[src/rtl/core/flow_blur_kernel_triplets_top_macros.svh]
// Assertion macros shared by the flow blur kernel RTL
`ifndef FLOW_BLUR_KERNEL_TRIPLETS_TOP_MACROS_SVH
`define FLOW_BLUR_KERNEL_TRIPLETS_TOP_MACROS_SVH

// same-cycle implication, disabled during reset
`define FBK_ASSERT_IMPL(label, clk, rst_n, ante, cons) \
    label: assert property (@(posedge clk) disable iff (!rst_n) (ante) |-> (cons)) \
        else $error("fbk assertion failed");

// next-cycle implication, disabled during reset
`define FBK_ASSERT_NEXT(label, clk, rst_n, ante, cons) \
    label: assert property (@(posedge clk) disable iff (!rst_n) (ante) |=> (cons)) \
        else $error("fbk assertion failed");

`endif

[src/rtl/core/fbk_pkg.sv]
// Shared types and constants of the flow blur kernel triplet generator
package fbk_pkg;

    localparam int DIV_NUM_W = 38;
    localparam int DIV_DEN_W = 32;
    localparam int DIV_Q_W   = 16;
    localparam int SQ_RAD_W  = 32;
    localparam int SQ_ROOT_W = 16;
    localparam int DIM_W     = 13;
    localparam int IDX_W     = 21;
    localparam int WGT_W     = 16;

    // configuration register indexes
    localparam logic [1:0] CFG_TIME_SCALE   = 2'd0;
    localparam logic [1:0] CFG_FRAME_COUNT  = 2'd1;
    localparam logic [1:0] CFG_IMAGE_WIDTH  = 2'd2;
    localparam logic [1:0] CFG_IMAGE_HEIGHT = 2'd3;

    typedef struct packed {
        logic                 start;
        logic [DIV_NUM_W-1:0] num;
        logic [DIV_DEN_W-1:0] den;
    } t_div_req;

    typedef struct packed {
        logic                 busy;
        logic                 done;
        logic [DIV_Q_W-1:0]   quot;
        logic [DIV_DEN_W-1:0] rem;
    } t_div_rsp;

    typedef struct packed {
        logic                start;
        logic [SQ_RAD_W-1:0] rad;
    } t_sqrt_req;

    typedef struct packed {
        logic                 busy;
        logic                 done;
        logic [SQ_ROOT_W-1:0] root;
    } t_sqrt_rsp;

endpackage

[src/rtl/core/fbk_div.sv]
// Iterative restoring divider, one quotient bit per cycle
module fbk_div (
    input  logic              i_clk,
    input  logic              i_rst_n,
    input  fbk_pkg::t_div_req i_req,
    output fbk_pkg::t_div_rsp o_rsp
);

    localparam int QW = fbk_pkg::DIV_Q_W;
    localparam int DW = fbk_pkg::DIV_DEN_W;
    localparam int NW = fbk_pkg::DIV_NUM_W;

    logic          r_busy;
    logic          r_done;
    logic [3:0]    r_cnt;
    logic [DW-1:0] r_rem;
    logic [DW-1:0] r_den;
    logic [QW-1:0] r_lo;
    logic [QW-1:0] r_quot;
    logic [DW:0]   trial;
    logic          fits;

    // trial subtraction of one step
    assign trial = {r_rem, r_lo[QW-1]};
    assign fits  = trial >= {1'b0, r_den};

    always_ff @(posedge i_clk) begin
        if (!i_rst_n) begin
            r_busy <= 1'b0;
            r_done <= 1'b0;
            r_cnt  <= '0;
        end else begin
            r_done <= 1'b0;
            if (i_req.start) begin
                r_busy <= 1'b1;
                r_cnt  <= '0;
                r_rem  <= DW'(i_req.num[NW-1:QW]);
                r_lo   <= i_req.num[QW-1:0];
                r_den  <= i_req.den;
            end else if (r_busy) begin
                r_rem  <= fits ? DW'(trial - {1'b0, r_den}) : trial[DW-1:0];
                r_quot <= {r_quot[QW-2:0], fits};
                r_lo   <= {r_lo[QW-2:0], 1'b0};
                r_cnt  <= r_cnt + 4'd1;
                if (r_cnt == 4'(QW - 1)) begin
                    r_busy <= 1'b0;
                    r_done <= 1'b1;
                end
            end
        end
    end

    assign o_rsp.busy = r_busy;
    assign o_rsp.done = r_done;
    assign o_rsp.quot = r_quot;
    assign o_rsp.rem  = r_rem;

endmodule

[src/rtl/core/fbk_sqrt.sv]
// Iterative integer square root, one root bit per cycle
module fbk_sqrt (
    input  logic               i_clk,
    input  logic               i_rst_n,
    input  fbk_pkg::t_sqrt_req i_req,
    output fbk_pkg::t_sqrt_rsp o_rsp
);

    localparam int RW = fbk_pkg::SQ_ROOT_W;

    logic                         r_busy;
    logic                         r_done;
    logic [3:0]                   r_cnt;
    logic [fbk_pkg::SQ_RAD_W-1:0] r_rad;
    logic [RW:0]                  r_rem;
    logic [RW-1:0]                r_root;
    logic [RW+2:0]                rem_s;
    logic [RW+2:0]                trial;
    logic                         fits;

    // bring down two radicand bits, try root*4+1
    assign rem_s = {r_rem, r_rad[fbk_pkg::SQ_RAD_W-1 -: 2]};
    assign trial = {1'b0, r_root, 2'b01};
    assign fits  = rem_s >= trial;

    always_ff @(posedge i_clk) begin
        if (!i_rst_n) begin
            r_busy <= 1'b0;
            r_done <= 1'b0;
            r_cnt  <= '0;
        end else begin
            r_done <= 1'b0;
            if (i_req.start) begin
                r_busy <= 1'b1;
                r_cnt  <= '0;
                r_rad  <= i_req.rad;
                r_rem  <= '0;
                r_root <= '0;
            end else if (r_busy) begin
                r_rem  <= fits ? (RW+1)'(rem_s - trial) : rem_s[RW:0];
                r_root <= {r_root[RW-2:0], fits};
                r_rad  <= {r_rad[fbk_pkg::SQ_RAD_W-3:0], 2'b00};
                r_cnt  <= r_cnt + 4'd1;
                if (r_cnt == 4'(RW - 1)) begin
                    r_busy <= 1'b0;
                    r_done <= 1'b1;
                end
            end
        end
    end

    assign o_rsp.busy = r_busy;
    assign o_rsp.done = r_done;
    assign o_rsp.root = r_root;

endmodule

[src/rtl/core/flow_blur_kernel_triplets_top.sv]
// Top level of the flow blur kernel triplet generator: sequencer, shared multiplier
//
//  channel   | dir | handshake                      | payload
//  s_axis    | in  | i_s_axis_tvalid/o_s_axis_tready| four Q8.8 flows in tdata
//  m_axis    | out | o_m_axis_tvalid/i_m_axis_tready| triplet in tdata, tlast
//  cfg       | in  | i_cfg_valid/o_cfg_ready        | i_cfg_addr, i_cfg_data
//
// For each pixel the sequencer runs two square roots and six divisions, then per frame
// one accumulate step (S_ACC) and two off-diagonal beats, each through the steps
// S_CALC, S_IDX and S_OUT.
// The input is not ready from acceptance until the last beat is in the output register.
// A stalled output holds the sequencer at the emitting step; nothing is dropped.
// Reset is synchronous, active low; it restores register defaults and clears the counters.
module flow_blur_kernel_triplets_top #(
    parameter int MAX_WIDTH  = 1024,
    parameter int MAX_HEIGHT = 1024,
    parameter int MAX_FRAMES = 16
) (
    input  logic        i_clk,
    input  logic        i_rst_n,
    input  logic        i_s_axis_tvalid,
    output logic        o_s_axis_tready,
    // fwd_flow_x, fwd_flow_y, bwd_flow_x, bwd_flow_y (16 bits each)
    input  logic [63:0] i_s_axis_tdata,
    output logic        o_m_axis_tvalid,
    input  logic        i_m_axis_tready,
    // row_index (21), col_index (21), weight (16), zero pad (6)
    output logic [63:0] o_m_axis_tdata,
    output logic        o_m_axis_tlast,
    input  logic        i_cfg_valid,
    output logic        o_cfg_ready,
    input  logic [1:0]  i_cfg_addr,
    input  logic [15:0] i_cfg_data
);

`include "flow_blur_kernel_triplets_top_macros.svh"

    localparam int DW = fbk_pkg::DIM_W;
    localparam int IW = fbk_pkg::IDX_W;
    localparam int CW = (MAX_WIDTH > 1) ? $clog2(MAX_WIDTH) : 1;
    localparam int RW = (MAX_HEIGHT > 1) ? $clog2(MAX_HEIGHT) : 1;

    typedef enum logic [4:0] {
        S_IDLE, S_SQX, S_SQY, S_SQS, S_SQRT, S_DEN, S_DIAG, S_DIAGW, S_FT, S_FTW,
        S_PM, S_PD, S_PW, S_RI, S_DOUT, S_ACC, S_CALC, S_IDX, S_OUT
    } t_state;

    t_state r_state;

    // configuration registers
    logic [15:0]   r_tau;
    logic [4:0]    r_cfg_f;
    logic [10:0]   r_cfg_w;
    logic [10:0]   r_cfg_h;

    // per-pixel working registers
    logic [4:0]    r_nf;
    logic [DW-1:0] r_w;
    logic [DW-1:0] r_h;
    logic [CW-1:0] r_col;
    logic [RW-1:0] r_row;
    logic [15:0]   r_mag [4];
    logic [3:0]    r_neg;
    logic [1:0]    r_k;
    logic [31:0]   r_sum;
    logic [15:0]   r_a;
    logic [15:0]   r_b;
    logic [31:0]   r_den;
    logic [31:0]   r_p;
    logic [15:0]   r_diag;
    logic [15:0]   r_ft;
    logic [15:0]   r_offw;
    logic [11:0]   r_qp [4];
    logic [24:0]   r_rp [4];
    logic [12:0]   r_qa [4];
    logic [24:0]   r_ra [4];
    logic [IW-1:0] r_ri;
    logic [IW-1:0] r_ci;
    logic [DW-1:0] r_x;
    logic [DW-1:0] r_y;
    logic [4:0]    r_f;
    logic          r_dir;

    // output register
    logic          r_out_valid;
    logic [IW-1:0] r_out_row;
    logic [IW-1:0] r_out_col;
    logic [15:0]   r_out_wgt;
    logic          r_out_last;

    fbk_pkg::t_div_req  div_req;
    fbk_pkg::t_div_rsp  div_rsp;
    fbk_pkg::t_sqrt_req sq_req;
    fbk_pkg::t_sqrt_rsp sq_rsp;

    logic          in_fire;
    logic          slot_free;
    logic          out_load;
    logic [15:0]   mul_a;
    logic [15:0]   mul_b;
    logic [31:0]   prod;
    logic [4:0]    eff_f;
    logic [DW-1:0] eff_w;
    logic [DW-1:0] eff_h;
    logic [15:0]   flow [4];
    logic [5:0]    odd;
    logic [24:0]   den_d;
    logic [16:0]   offw_sum;
    logic          last_beat;
    logic [DW-1:0] col_x;
    logic [DW-1:0] row_x;
    logic [15:0]   x_raw;
    logic [15:0]   y_raw;
    logic [DW-1:0] x_cl;
    logic [DW-1:0] y_cl;
    logic [IW-1:0] ci;
    logic [DW:0]   col_nx;
    logic [DW:0]   row_nx;

    assign in_fire         = i_s_axis_tvalid && o_s_axis_tready;
    assign o_s_axis_tready = (r_state == S_IDLE);
    assign o_cfg_ready     = 1'b1;
    assign slot_free       = !r_out_valid || i_m_axis_tready;
    assign out_load        = slot_free && (r_state == S_DOUT || r_state == S_OUT);

    // effective frame count and image size
    always_comb begin
        eff_f = r_cfg_f;
        if (r_cfg_f == 5'd0) eff_f = 5'd1;
        else if (r_cfg_f > 5'(MAX_FRAMES)) eff_f = 5'(MAX_FRAMES);
        eff_w = DW'(r_cfg_w);
        if (r_cfg_w == 11'd0) eff_w = DW'(1);
        else if (DW'(r_cfg_w) > DW'(MAX_WIDTH)) eff_w = DW'(MAX_WIDTH);
        eff_h = DW'(r_cfg_h);
        if (r_cfg_h == 11'd0) eff_h = DW'(1);
        else if (DW'(r_cfg_h) > DW'(MAX_HEIGHT)) eff_h = DW'(MAX_HEIGHT);
    end

    // input flow fields
    for (genvar g = 0; g < 4; g++) begin : g_flow
        assign flow[g] = i_s_axis_tdata[16*g +: 16];
    end

    assign col_x    = DW'(r_col);
    assign row_x    = DW'(r_row);
    assign odd      = {r_nf, 1'b1};
    assign den_d    = {r_nf, 20'd0};
    assign offw_sum = {1'b0, r_diag} + {1'b0, r_ft};
    assign last_beat = (r_f == r_nf) && r_dir;

    // shared multiplier operand select
    always_comb begin
        mul_a = '0;
        mul_b = '0;
        unique case (r_state)
            S_SQX: begin
                mul_a = r_mag[{r_k[0], 1'b0}];
                mul_b = r_mag[{r_k[0], 1'b0}];
            end
            S_SQY: begin
                mul_a = r_mag[{r_k[0], 1'b1}];
                mul_b = r_mag[{r_k[0], 1'b1}];
            end
            S_DEN: begin
                mul_a = r_a;
                mul_b = r_b;
            end
            S_PM: begin
                mul_a = r_mag[r_k];
                mul_b = r_tau;
            end
            S_RI: begin
                mul_a = 16'(row_x);
                mul_b = 16'(r_w);
            end
            S_IDX: begin
                mul_a = 16'(r_y);
                mul_b = 16'(r_w);
            end
            default: begin
                mul_a = '0;
                mul_b = '0;
            end
        endcase
    end
    assign prod = mul_a * mul_b;

    // shared unit requests
    always_comb begin
        div_req.start = 1'b0;
        div_req.num   = '0;
        div_req.den   = '0;
        unique case (r_state)
            S_DIAG: begin
                div_req.start = 1'b1;
                div_req.num   = {({1'b0, r_a} + {1'b0, r_b}), 21'd0}
                              + 38'(r_den[31:1]);
                div_req.den   = r_den;
            end
            S_FT: begin
                div_req.start = 1'b1;
                div_req.num   = 38'(32768) + 38'(odd);
                div_req.den   = 32'({odd, 1'b0});
            end
            S_PD: begin
                div_req.start = 1'b1;
                div_req.num   = 38'(r_p);
                div_req.den   = 32'(den_d);
            end
            default: begin
                div_req.start = 1'b0;
            end
        endcase
    end
    assign sq_req.start = (r_state == S_SQS);
    assign sq_req.rad   = r_sum;

    // displaced, clamped position for the current direction
    always_comb begin
        logic [12:0] qx;
        logic [12:0] qy;
        logic        nx;
        logic        ny;
        qx = r_dir ? r_qa[2] : r_qa[0];
        qy = r_dir ? r_qa[3] : r_qa[1];
        nx = r_dir ? r_neg[2] : r_neg[0];
        ny = r_dir ? r_neg[3] : r_neg[1];
        x_raw = nx ? 16'(col_x) + 16'(qx) : 16'(col_x) - 16'(qx);
        y_raw = ny ? 16'(row_x) + 16'(qy) : 16'(row_x) - 16'(qy);
        if (x_raw[15]) x_cl = '0;
        else if (x_raw > 16'(r_w - DW'(1))) x_cl = r_w - DW'(1);
        else x_cl = DW'(x_raw);
        if (y_raw[15]) y_cl = '0;
        else if (y_raw > 16'(r_h - DW'(1))) y_cl = r_h - DW'(1);
        else y_cl = DW'(y_raw);
    end

    assign ci     = prod[IW-1:0] + IW'(r_x) + IW'(1);
    assign col_nx = {1'b0, col_x} + (DW+1)'(1);
    assign row_nx = {1'b0, row_x} + (DW+1)'(1);

    // configuration write port
    always_ff @(posedge i_clk) begin
        if (!i_rst_n) begin
            r_tau   <= 16'd4096;
            r_cfg_f <= 5'd1;
            r_cfg_w <= 11'd1024;
            r_cfg_h <= 11'd1024;
        end else if (i_cfg_valid && o_cfg_ready) begin
            unique case (i_cfg_addr)
                fbk_pkg::CFG_TIME_SCALE:   r_tau   <= i_cfg_data;
                fbk_pkg::CFG_FRAME_COUNT:  r_cfg_f <= i_cfg_data[4:0];
                fbk_pkg::CFG_IMAGE_WIDTH:  r_cfg_w <= i_cfg_data[10:0];
                fbk_pkg::CFG_IMAGE_HEIGHT: r_cfg_h <= i_cfg_data[10:0];
            endcase
        end
    end

    // sequencer, working registers and output register
    always_ff @(posedge i_clk) begin
        if (!i_rst_n) begin
            r_state     <= S_IDLE;
            r_col       <= '0;
            r_row       <= '0;
            r_k         <= '0;
            r_f         <= '0;
            r_dir       <= 1'b0;
            r_out_valid <= 1'b0;
        end else begin
            if (out_load) r_out_valid <= 1'b1;
            else if (i_m_axis_tready) r_out_valid <= 1'b0;
            unique case (r_state)
                S_IDLE: begin
                    if (in_fire) begin
                        for (int i = 0; i < 4; i++) begin
                            r_neg[i] <= flow[i][15];
                            r_mag[i] <= flow[i][15] ? 16'(~flow[i] + 16'd1) : flow[i];
                        end
                        r_nf <= eff_f;
                        r_w  <= eff_w;
                        r_h  <= eff_h;
                        if (col_x >= eff_w) r_col <= '0;
                        if (row_x >= eff_h) r_row <= '0;
                        r_k     <= '0;
                        r_state <= S_SQX;
                    end
                end
                S_SQX: begin
                    r_sum   <= prod;
                    r_state <= S_SQY;
                end
                S_SQY: begin
                    r_sum   <= r_sum + prod;
                    r_state <= S_SQS;
                end
                S_SQS: r_state <= S_SQRT;
                S_SQRT: begin
                    if (sq_rsp.done) begin
                        if (r_k[0]) begin
                            r_b     <= sq_rsp.root + 16'd256;
                            r_k     <= '0;
                            r_state <= S_DEN;
                        end else begin
                            r_a     <= sq_rsp.root + 16'd256;
                            r_k     <= 2'd1;
                            r_state <= S_SQX;
                        end
                    end
                end
                S_DEN: begin
                    r_den   <= prod;
                    r_state <= S_DIAG;
                end
                S_DIAG: r_state <= S_DIAGW;
                S_DIAGW: begin
                    if (div_rsp.done) begin
                        r_diag  <= div_rsp.quot;
                        r_state <= S_FT;
                    end
                end
                S_FT: r_state <= S_FTW;
                S_FTW: begin
                    if (div_rsp.done) begin
                        r_ft    <= div_rsp.quot;
                        r_k     <= '0;
                        r_state <= S_PM;
                    end
                end
                S_PM: begin
                    r_p     <= prod;
                    r_state <= S_PD;
                end
                S_PD: r_state <= S_PW;
                S_PW: begin
                    if (div_rsp.done) begin
                        r_qp[r_k] <= div_rsp.quot[11:0];
                        r_rp[r_k] <= div_rsp.rem[24:0];
                        r_k       <= r_k + 2'd1;
                        r_state   <= (r_k == 2'd3) ? S_RI : S_PM;
                    end
                end
                S_RI: begin
                    r_ri <= prod[IW-1:0] + IW'(col_x) + IW'(1);
                    for (int i = 0; i < 4; i++) begin
                        r_qa[i] <= '0;
                        r_ra[i] <= {1'b0, r_nf, 19'd0};
                    end
                    r_offw  <= offw_sum[16] ? 16'hFFFF : offw_sum[15:0];
                    r_f     <= 5'd1;
                    r_dir   <= 1'b0;
                    r_state <= S_DOUT;
                end
                S_DOUT: begin
                    if (slot_free) begin
                        r_out_row   <= r_ri;
                        r_out_col   <= r_ri;
                        r_out_wgt   <= r_diag;
                        r_out_last  <= 1'b0;
                        r_state     <= S_ACC;
                    end
                end
                S_ACC: begin
                    // step every displacement by one frame
                    for (int i = 0; i < 4; i++) begin
                        logic [25:0] s;
                        s = {1'b0, r_ra[i]} + {1'b0, r_rp[i]};
                        if (s >= {1'b0, den_d}) begin
                            r_ra[i] <= 25'(s - {1'b0, den_d});
                            r_qa[i] <= r_qa[i] + 13'(r_qp[i]) + 13'd1;
                        end else begin
                            r_ra[i] <= s[24:0];
                            r_qa[i] <= r_qa[i] + 13'(r_qp[i]);
                        end
                    end
                    r_state <= S_CALC;
                end
                S_CALC: begin
                    r_x     <= x_cl;
                    r_y     <= y_cl;
                    r_state <= S_IDX;
                end
                S_IDX: begin
                    r_ci    <= ci;
                    r_state <= S_OUT;
                end
                S_OUT: begin
                    if (slot_free) begin
                        r_out_row   <= r_ri;
                        r_out_col   <= r_ci;
                        r_out_wgt   <= (r_x == '0 && r_y == '0) ? 16'd0 : r_offw;
                        r_out_last  <= last_beat;
                        if (last_beat) begin
                            // advance raster position
                            if (col_nx >= {1'b0, r_w}) begin
                                r_col <= '0;
                                if (row_nx >= {1'b0, r_h}) r_row <= '0;
                                else r_row <= RW'(row_nx);
                            end else begin
                                r_col <= CW'(col_nx);
                            end
                            r_state <= S_IDLE;
                        end else if (!r_dir) begin
                            r_dir   <= 1'b1;
                            r_state <= S_CALC;
                        end else begin
                            r_dir   <= 1'b0;
                            r_f     <= r_f + 5'd1;
                            r_state <= S_ACC;
                        end
                    end
                end
                default: r_state <= S_IDLE;
            endcase
        end
    end

    fbk_div u_div (
        .i_clk   (i_clk),
        .i_rst_n (i_rst_n),
        .i_req   (div_req),
        .o_rsp   (div_rsp)
    );

    fbk_sqrt u_sqrt (
        .i_clk   (i_clk),
        .i_rst_n (i_rst_n),
        .i_req   (sq_req),
        .o_rsp   (sq_rsp)
    );

    assign o_m_axis_tvalid = r_out_valid;
    assign o_m_axis_tdata  = {6'd0, r_out_wgt, r_out_col, r_out_row};
    assign o_m_axis_tlast  = r_out_last;

    `FBK_ASSERT_IMPL(a_div_start_idle, i_clk, i_rst_n, div_req.start, !div_rsp.busy)
    `FBK_ASSERT_NEXT(a_accept_blocks, i_clk, i_rst_n, in_fire, !o_s_axis_tready)
    `FBK_ASSERT_IMPL(a_col_in_range, i_clk, i_rst_n, r_state == S_OUT, col_x < r_w)

endmodule
[config.mk]
export PLATFORM = sky130hd
export DESIGN_NAME = flow_blur_kernel_triplets_top
export DESIGN_NICKNAME = d
export VERILOG_FILES = /design/src/rtl/core/fbk_pkg.sv /design/src/rtl/core/fbk_div.sv /design/src/rtl/core/fbk_sqrt.sv /design/src/rtl/core/flow_blur_kernel_triplets_top.sv
export VERILOG_INCLUDE_DIRS = /design/src /design/src/rtl/core
export SDC_FILE = /design/constraint.sdc
export NUM_CORES = 2
export LEC_CHECK = 0
export ABC_AREA = 1
export BUFFER_PORTS_ARGS = -buffer_cell sky130_fd_sc_hd__buf_2
export CORE_ASPECT_RATIO = 0.9
export CORE_MARGIN = 5
export CORE_UTILIZATION = 45
export DETAILED_ROUTE_END_ITERATION = 10
export GPL_ROUTABILITY_DRIVEN = 0
export GPL_TIMING_DRIVEN = 0
export PLACE_DENSITY_LB_ADDON = 0.1
export SKIP_CTS_REPAIR_TIMING = 1
export SYNTH_ARGS = -nofsm -noshare
export SYNTH_HDL_FRONTEND = slang
export SYNTH_SLANG_ARGS = --single-unit
[constraint.sdc]
create_clock -name i_clk -period 9.65 [get_ports i_clk]
set_input_delay 0.4825 -clock i_clk [delete_from_list [all_inputs] [get_ports i_clk]]
set_output_delay 0.4825 -clock i_clk [all_outputs]
set_load 0.005 [all_outputs]
==> results.json <==
{
  "clock_tree.htree_level_count": 3,
  "ir_drop_v": 0.000418,
  "timing.slew.headroom": 0.00718,
  "globalRouteOverflowTotal": 0,
  "dieHeight_um": 381,
  "clock_tree_from_tritoncts": "done",
  "drv_slew": 0,
  "worst_ep_arrival_time_ns": 9.88,
  "transition_time_at_the_pin_with_the_least_slew_margin_ns": 1.47,
  "final_cell_mix": "nand2_1, inv_1, edfxtp_1, nor2_1, a21oi_1",
  "postLayoutCellArea_um2": 77400,
  "finalSetupViolCount": 0,
  "hold_path_depth": 1,
  "crit_required_ns": 10.12,
  "pre_cts_slack_ns": -1.30,
  "place_hpwl_um": 177000,
  "sink_count": 951,
  "synth_sequential_area_ratio": 0.402,
  "critical-path-top-cell-by-count": "fa_1",
  "syn_area_um2": 68700,
  "hold-worst-slack_ns": 0.0331,
  "avgViaCountPerCell": 5.48,
  "tns_ns": 0,
  "worst-setup-path-type": "flip-flop to flip-flop",
  "clock_latency_ns": 0.74,
  "critical_path.max_fanout": 10,
  "core.rowCount": 136,
  "synthesis.instances": 8146,
  "post_synth_num_cell_types": 72,
  "fin_nets": 9325,
  "r2r.worst_path.cells": 39,
  "cpPeakStageDelay_ns": 0.59,
  "drt_first_iter_violations": 5449,
  "worst_setup_path_start_kind": "flip-flop",
  "postSynthRegisterBits": 951,
  "min_period_ns": 9.41,
  "synthesis.yosys.warnings": 0,
  "critical_path.top_delay_family": "adder cells",
  "asyncSetResetFlopFracSynth": 0,
  "drtAntennaViolNets": 0,
  "timing.max_cap.violations": 1,
  "worst_hold_path_type": "input port to flip-flop",
  "die_w_um": 422,
  "fillerInstances": 14400,
  "detail_route.drc_violations": 0,
  "timing.critical_path.buf_inv": 9,
  "floorplan.initialDensity": 0.451,
  "run_status": "finished, violations left",
  "max_clock_freq_ghz": 0.106,
  "pwr_per_cell_area_nw_per_um2": 263,
  "place.port_buffers": 147,
  "post-route-worst-setup-slack_ns": 0.243,
  "cts_buffers": 106,
  "drt_wl_total_um": 224000,
  "gr-usage-all-layers": 0.272,
  "syn_avg_cell_area_um2": 8.43,
  "dr_total_vias": 57900,
  "min_period_over_period": 0.975,
  "final.setup_skew_ns": 0.0292,
  "hold_viol": 0,
  "grt_pass1_vias": 55100,
  "detailedRoute.firstPassIterationCount": 6,
  "p_leak_uw": 0.0349,
  "violations": "capacitance limit",
  "synth-edff-count": 859,
  "area_delta_synth_final_pct": 12.6,
  "design.die.area_um2": 161000,
  "pin_count_of_the_biggest_net_entering_global_routing": 34,
  "io_pins": 155,
  "synth_ff_type": "edfxtp_1",
  "place_area_um2": 72800,
  "unrepaired_setup_endpoints_after_global_routing": "yes",
  "detail_route.wl_per_cell_um": 21.2,
  "worstSetupEndpointType": "flip-flop",
  "layout-drive-gt1-share": 0.0738,
  "worst_path_max_delay_cell": "fa_1",
  "most_frequent_standard_cell_in_the_layout_excluding_fill_and_tap_cells": "nand2_1",
  "core_area_um2": 152000,
  "antenna_found_initial": 8,
  "longest_clk_path_bufs": 3,
  "worst-path-stages": 39,
  "root_buffer": "clkbuf_16",
  "clkTransAtPathRegs_ns": 0.06,
  "grt_pass1_wl_um": 335000,
  "rrSetupSlack_ns": 0.24
}
## cells in the mapped netlist (4+ instances only)
master	number	area share
buf_1	13	0.00071
inv_1	1238	0.068
xor2_1	250	0.032
and2_1	4	0.00036
a22o_1	4	0.00051
fa_1	217	0.063
o2111ai_1	13	0.0017
nand4_1	113	0.010
dfxtp_1	92	0.027
edfxtp_1	859	0.38
nand3_1	388	0.028
clkbuf_1	122	0.0067
a221oi_1	35	0.0045
nand3b_1	46	0.0050
o31ai_1	14	0.0015
ha_1	553	0.10
nor3_1	109	0.0079
a31oi_1	26	0.0024
xnor2_1	106	0.014
nor3b_1	6	0.00066
a21oi_1	597	0.043
o21bai_1	26	0.0028
o21ai_1	10	0.00073
nor2_2	7	0.00064
or2_2	40	0.0036
inv_2	17	0.00093
a21boi_0	18	0.0020
a21o_1	31	0.0034
o41ai_1	4	0.00051
nor4_1	27	0.0025
o21ai_0	420	0.031
buf_4	9	0.00098
clkinv_1	5	0.00027
o221ai_1	7	0.00089
nor2_1	736	0.040
a32oi_1	5	0.00064
buf_2	35	0.0025
a211oi_1	24	0.0026
nand2_1	1834	0.10
o211ai_1	27	0.0030
o21a_1	9	0.00098
a221o_1	12	0.0017
## metrics by stage
stage / util / instances / power (µW)
floorplan: - / 8151 / 12000
global placement: 0.472 / 10300 / 15200
detailed placement: 0.478 / 10300 / 15300
CTS: 0.502 / 10500 / 19600
global route: 0.508 / 10600 / 21700
finish: 0.508 / 10600 / 20400
## state kept, by name (all words and copies together), names as in the netlist, 17 cells and up, named ones only
signal        flops
r_qp             48
r_den            32
u_sqrt.r_rem     17
r_ra            100
r_p              32
r_out_col        21
r_qa             52
r_rp            100
u_div.r_rem      32
u_sqrt.r_rad     32
r_sum            32
r_mag            64
r_out_row        21
r_ci             21
r_ri             21
u_div.r_den      32
## area by class of cell
class	count	area, µm²	area share
Antenna cell	6	15.0	0.000194
Buffer	177	837	0.0108
Clock buffer	134	2870	0.0371
Clock inverter	66	734	0.00949
Inverter	1260	4760	0.0615
Multi-Input combinational cell	5760	36400	0.470
Sequential cell	951	27600	0.357
Tap cell	2001	2500	0.0324
Timing Repair Buffer	212	1650	0.0213
## report_power, final
group / total, µW / internal [µW] / switching (µW)
clock network: 4230 / 2440 / 1790
registers: 5290 / 5100 / 192
logic: 10800 / 3540 / 7300
total: 20400 / 11100 / 9290
## cell families (layout without fill, tap and decap cells)
family          count (synthesis)  in the layout  synth area share
mux                             1              1          0.000146
flops                         951            951             0.402
simple gates                 3325           3325             0.202
compound gates               1301           1301             0.107
fa+ha+maj                     770            770             0.164
other cells                     2             13          0.000109
buf+inv                      1440           1849            0.0799
xor+xnor                      356            356            0.0454
## path summary, 6_finish.rpt
path,to,from
setup / recovery,r_sum[26],r_state[3]
hold / removal,r_neg[0],i_s_axis_tdata[15]
setup reg to reg,r_sum[26],r_state[3]
hold reg to reg,r_out_row[13],r_ri[13]
## metal layers
metal | global-route usage | vias up | part of all wire
met5 | 0 | - | 0
met3 | 0.0349 | 408 | 0.070
li1 | - | 27800 | -
met4 | 0.112 | 0 | 0.051
met2 | 0.426 | 2126 | 0.44
met1 | 0.382 | 27600 | 0.44
No activity file was read; power rests on OpenSTA's default activity.
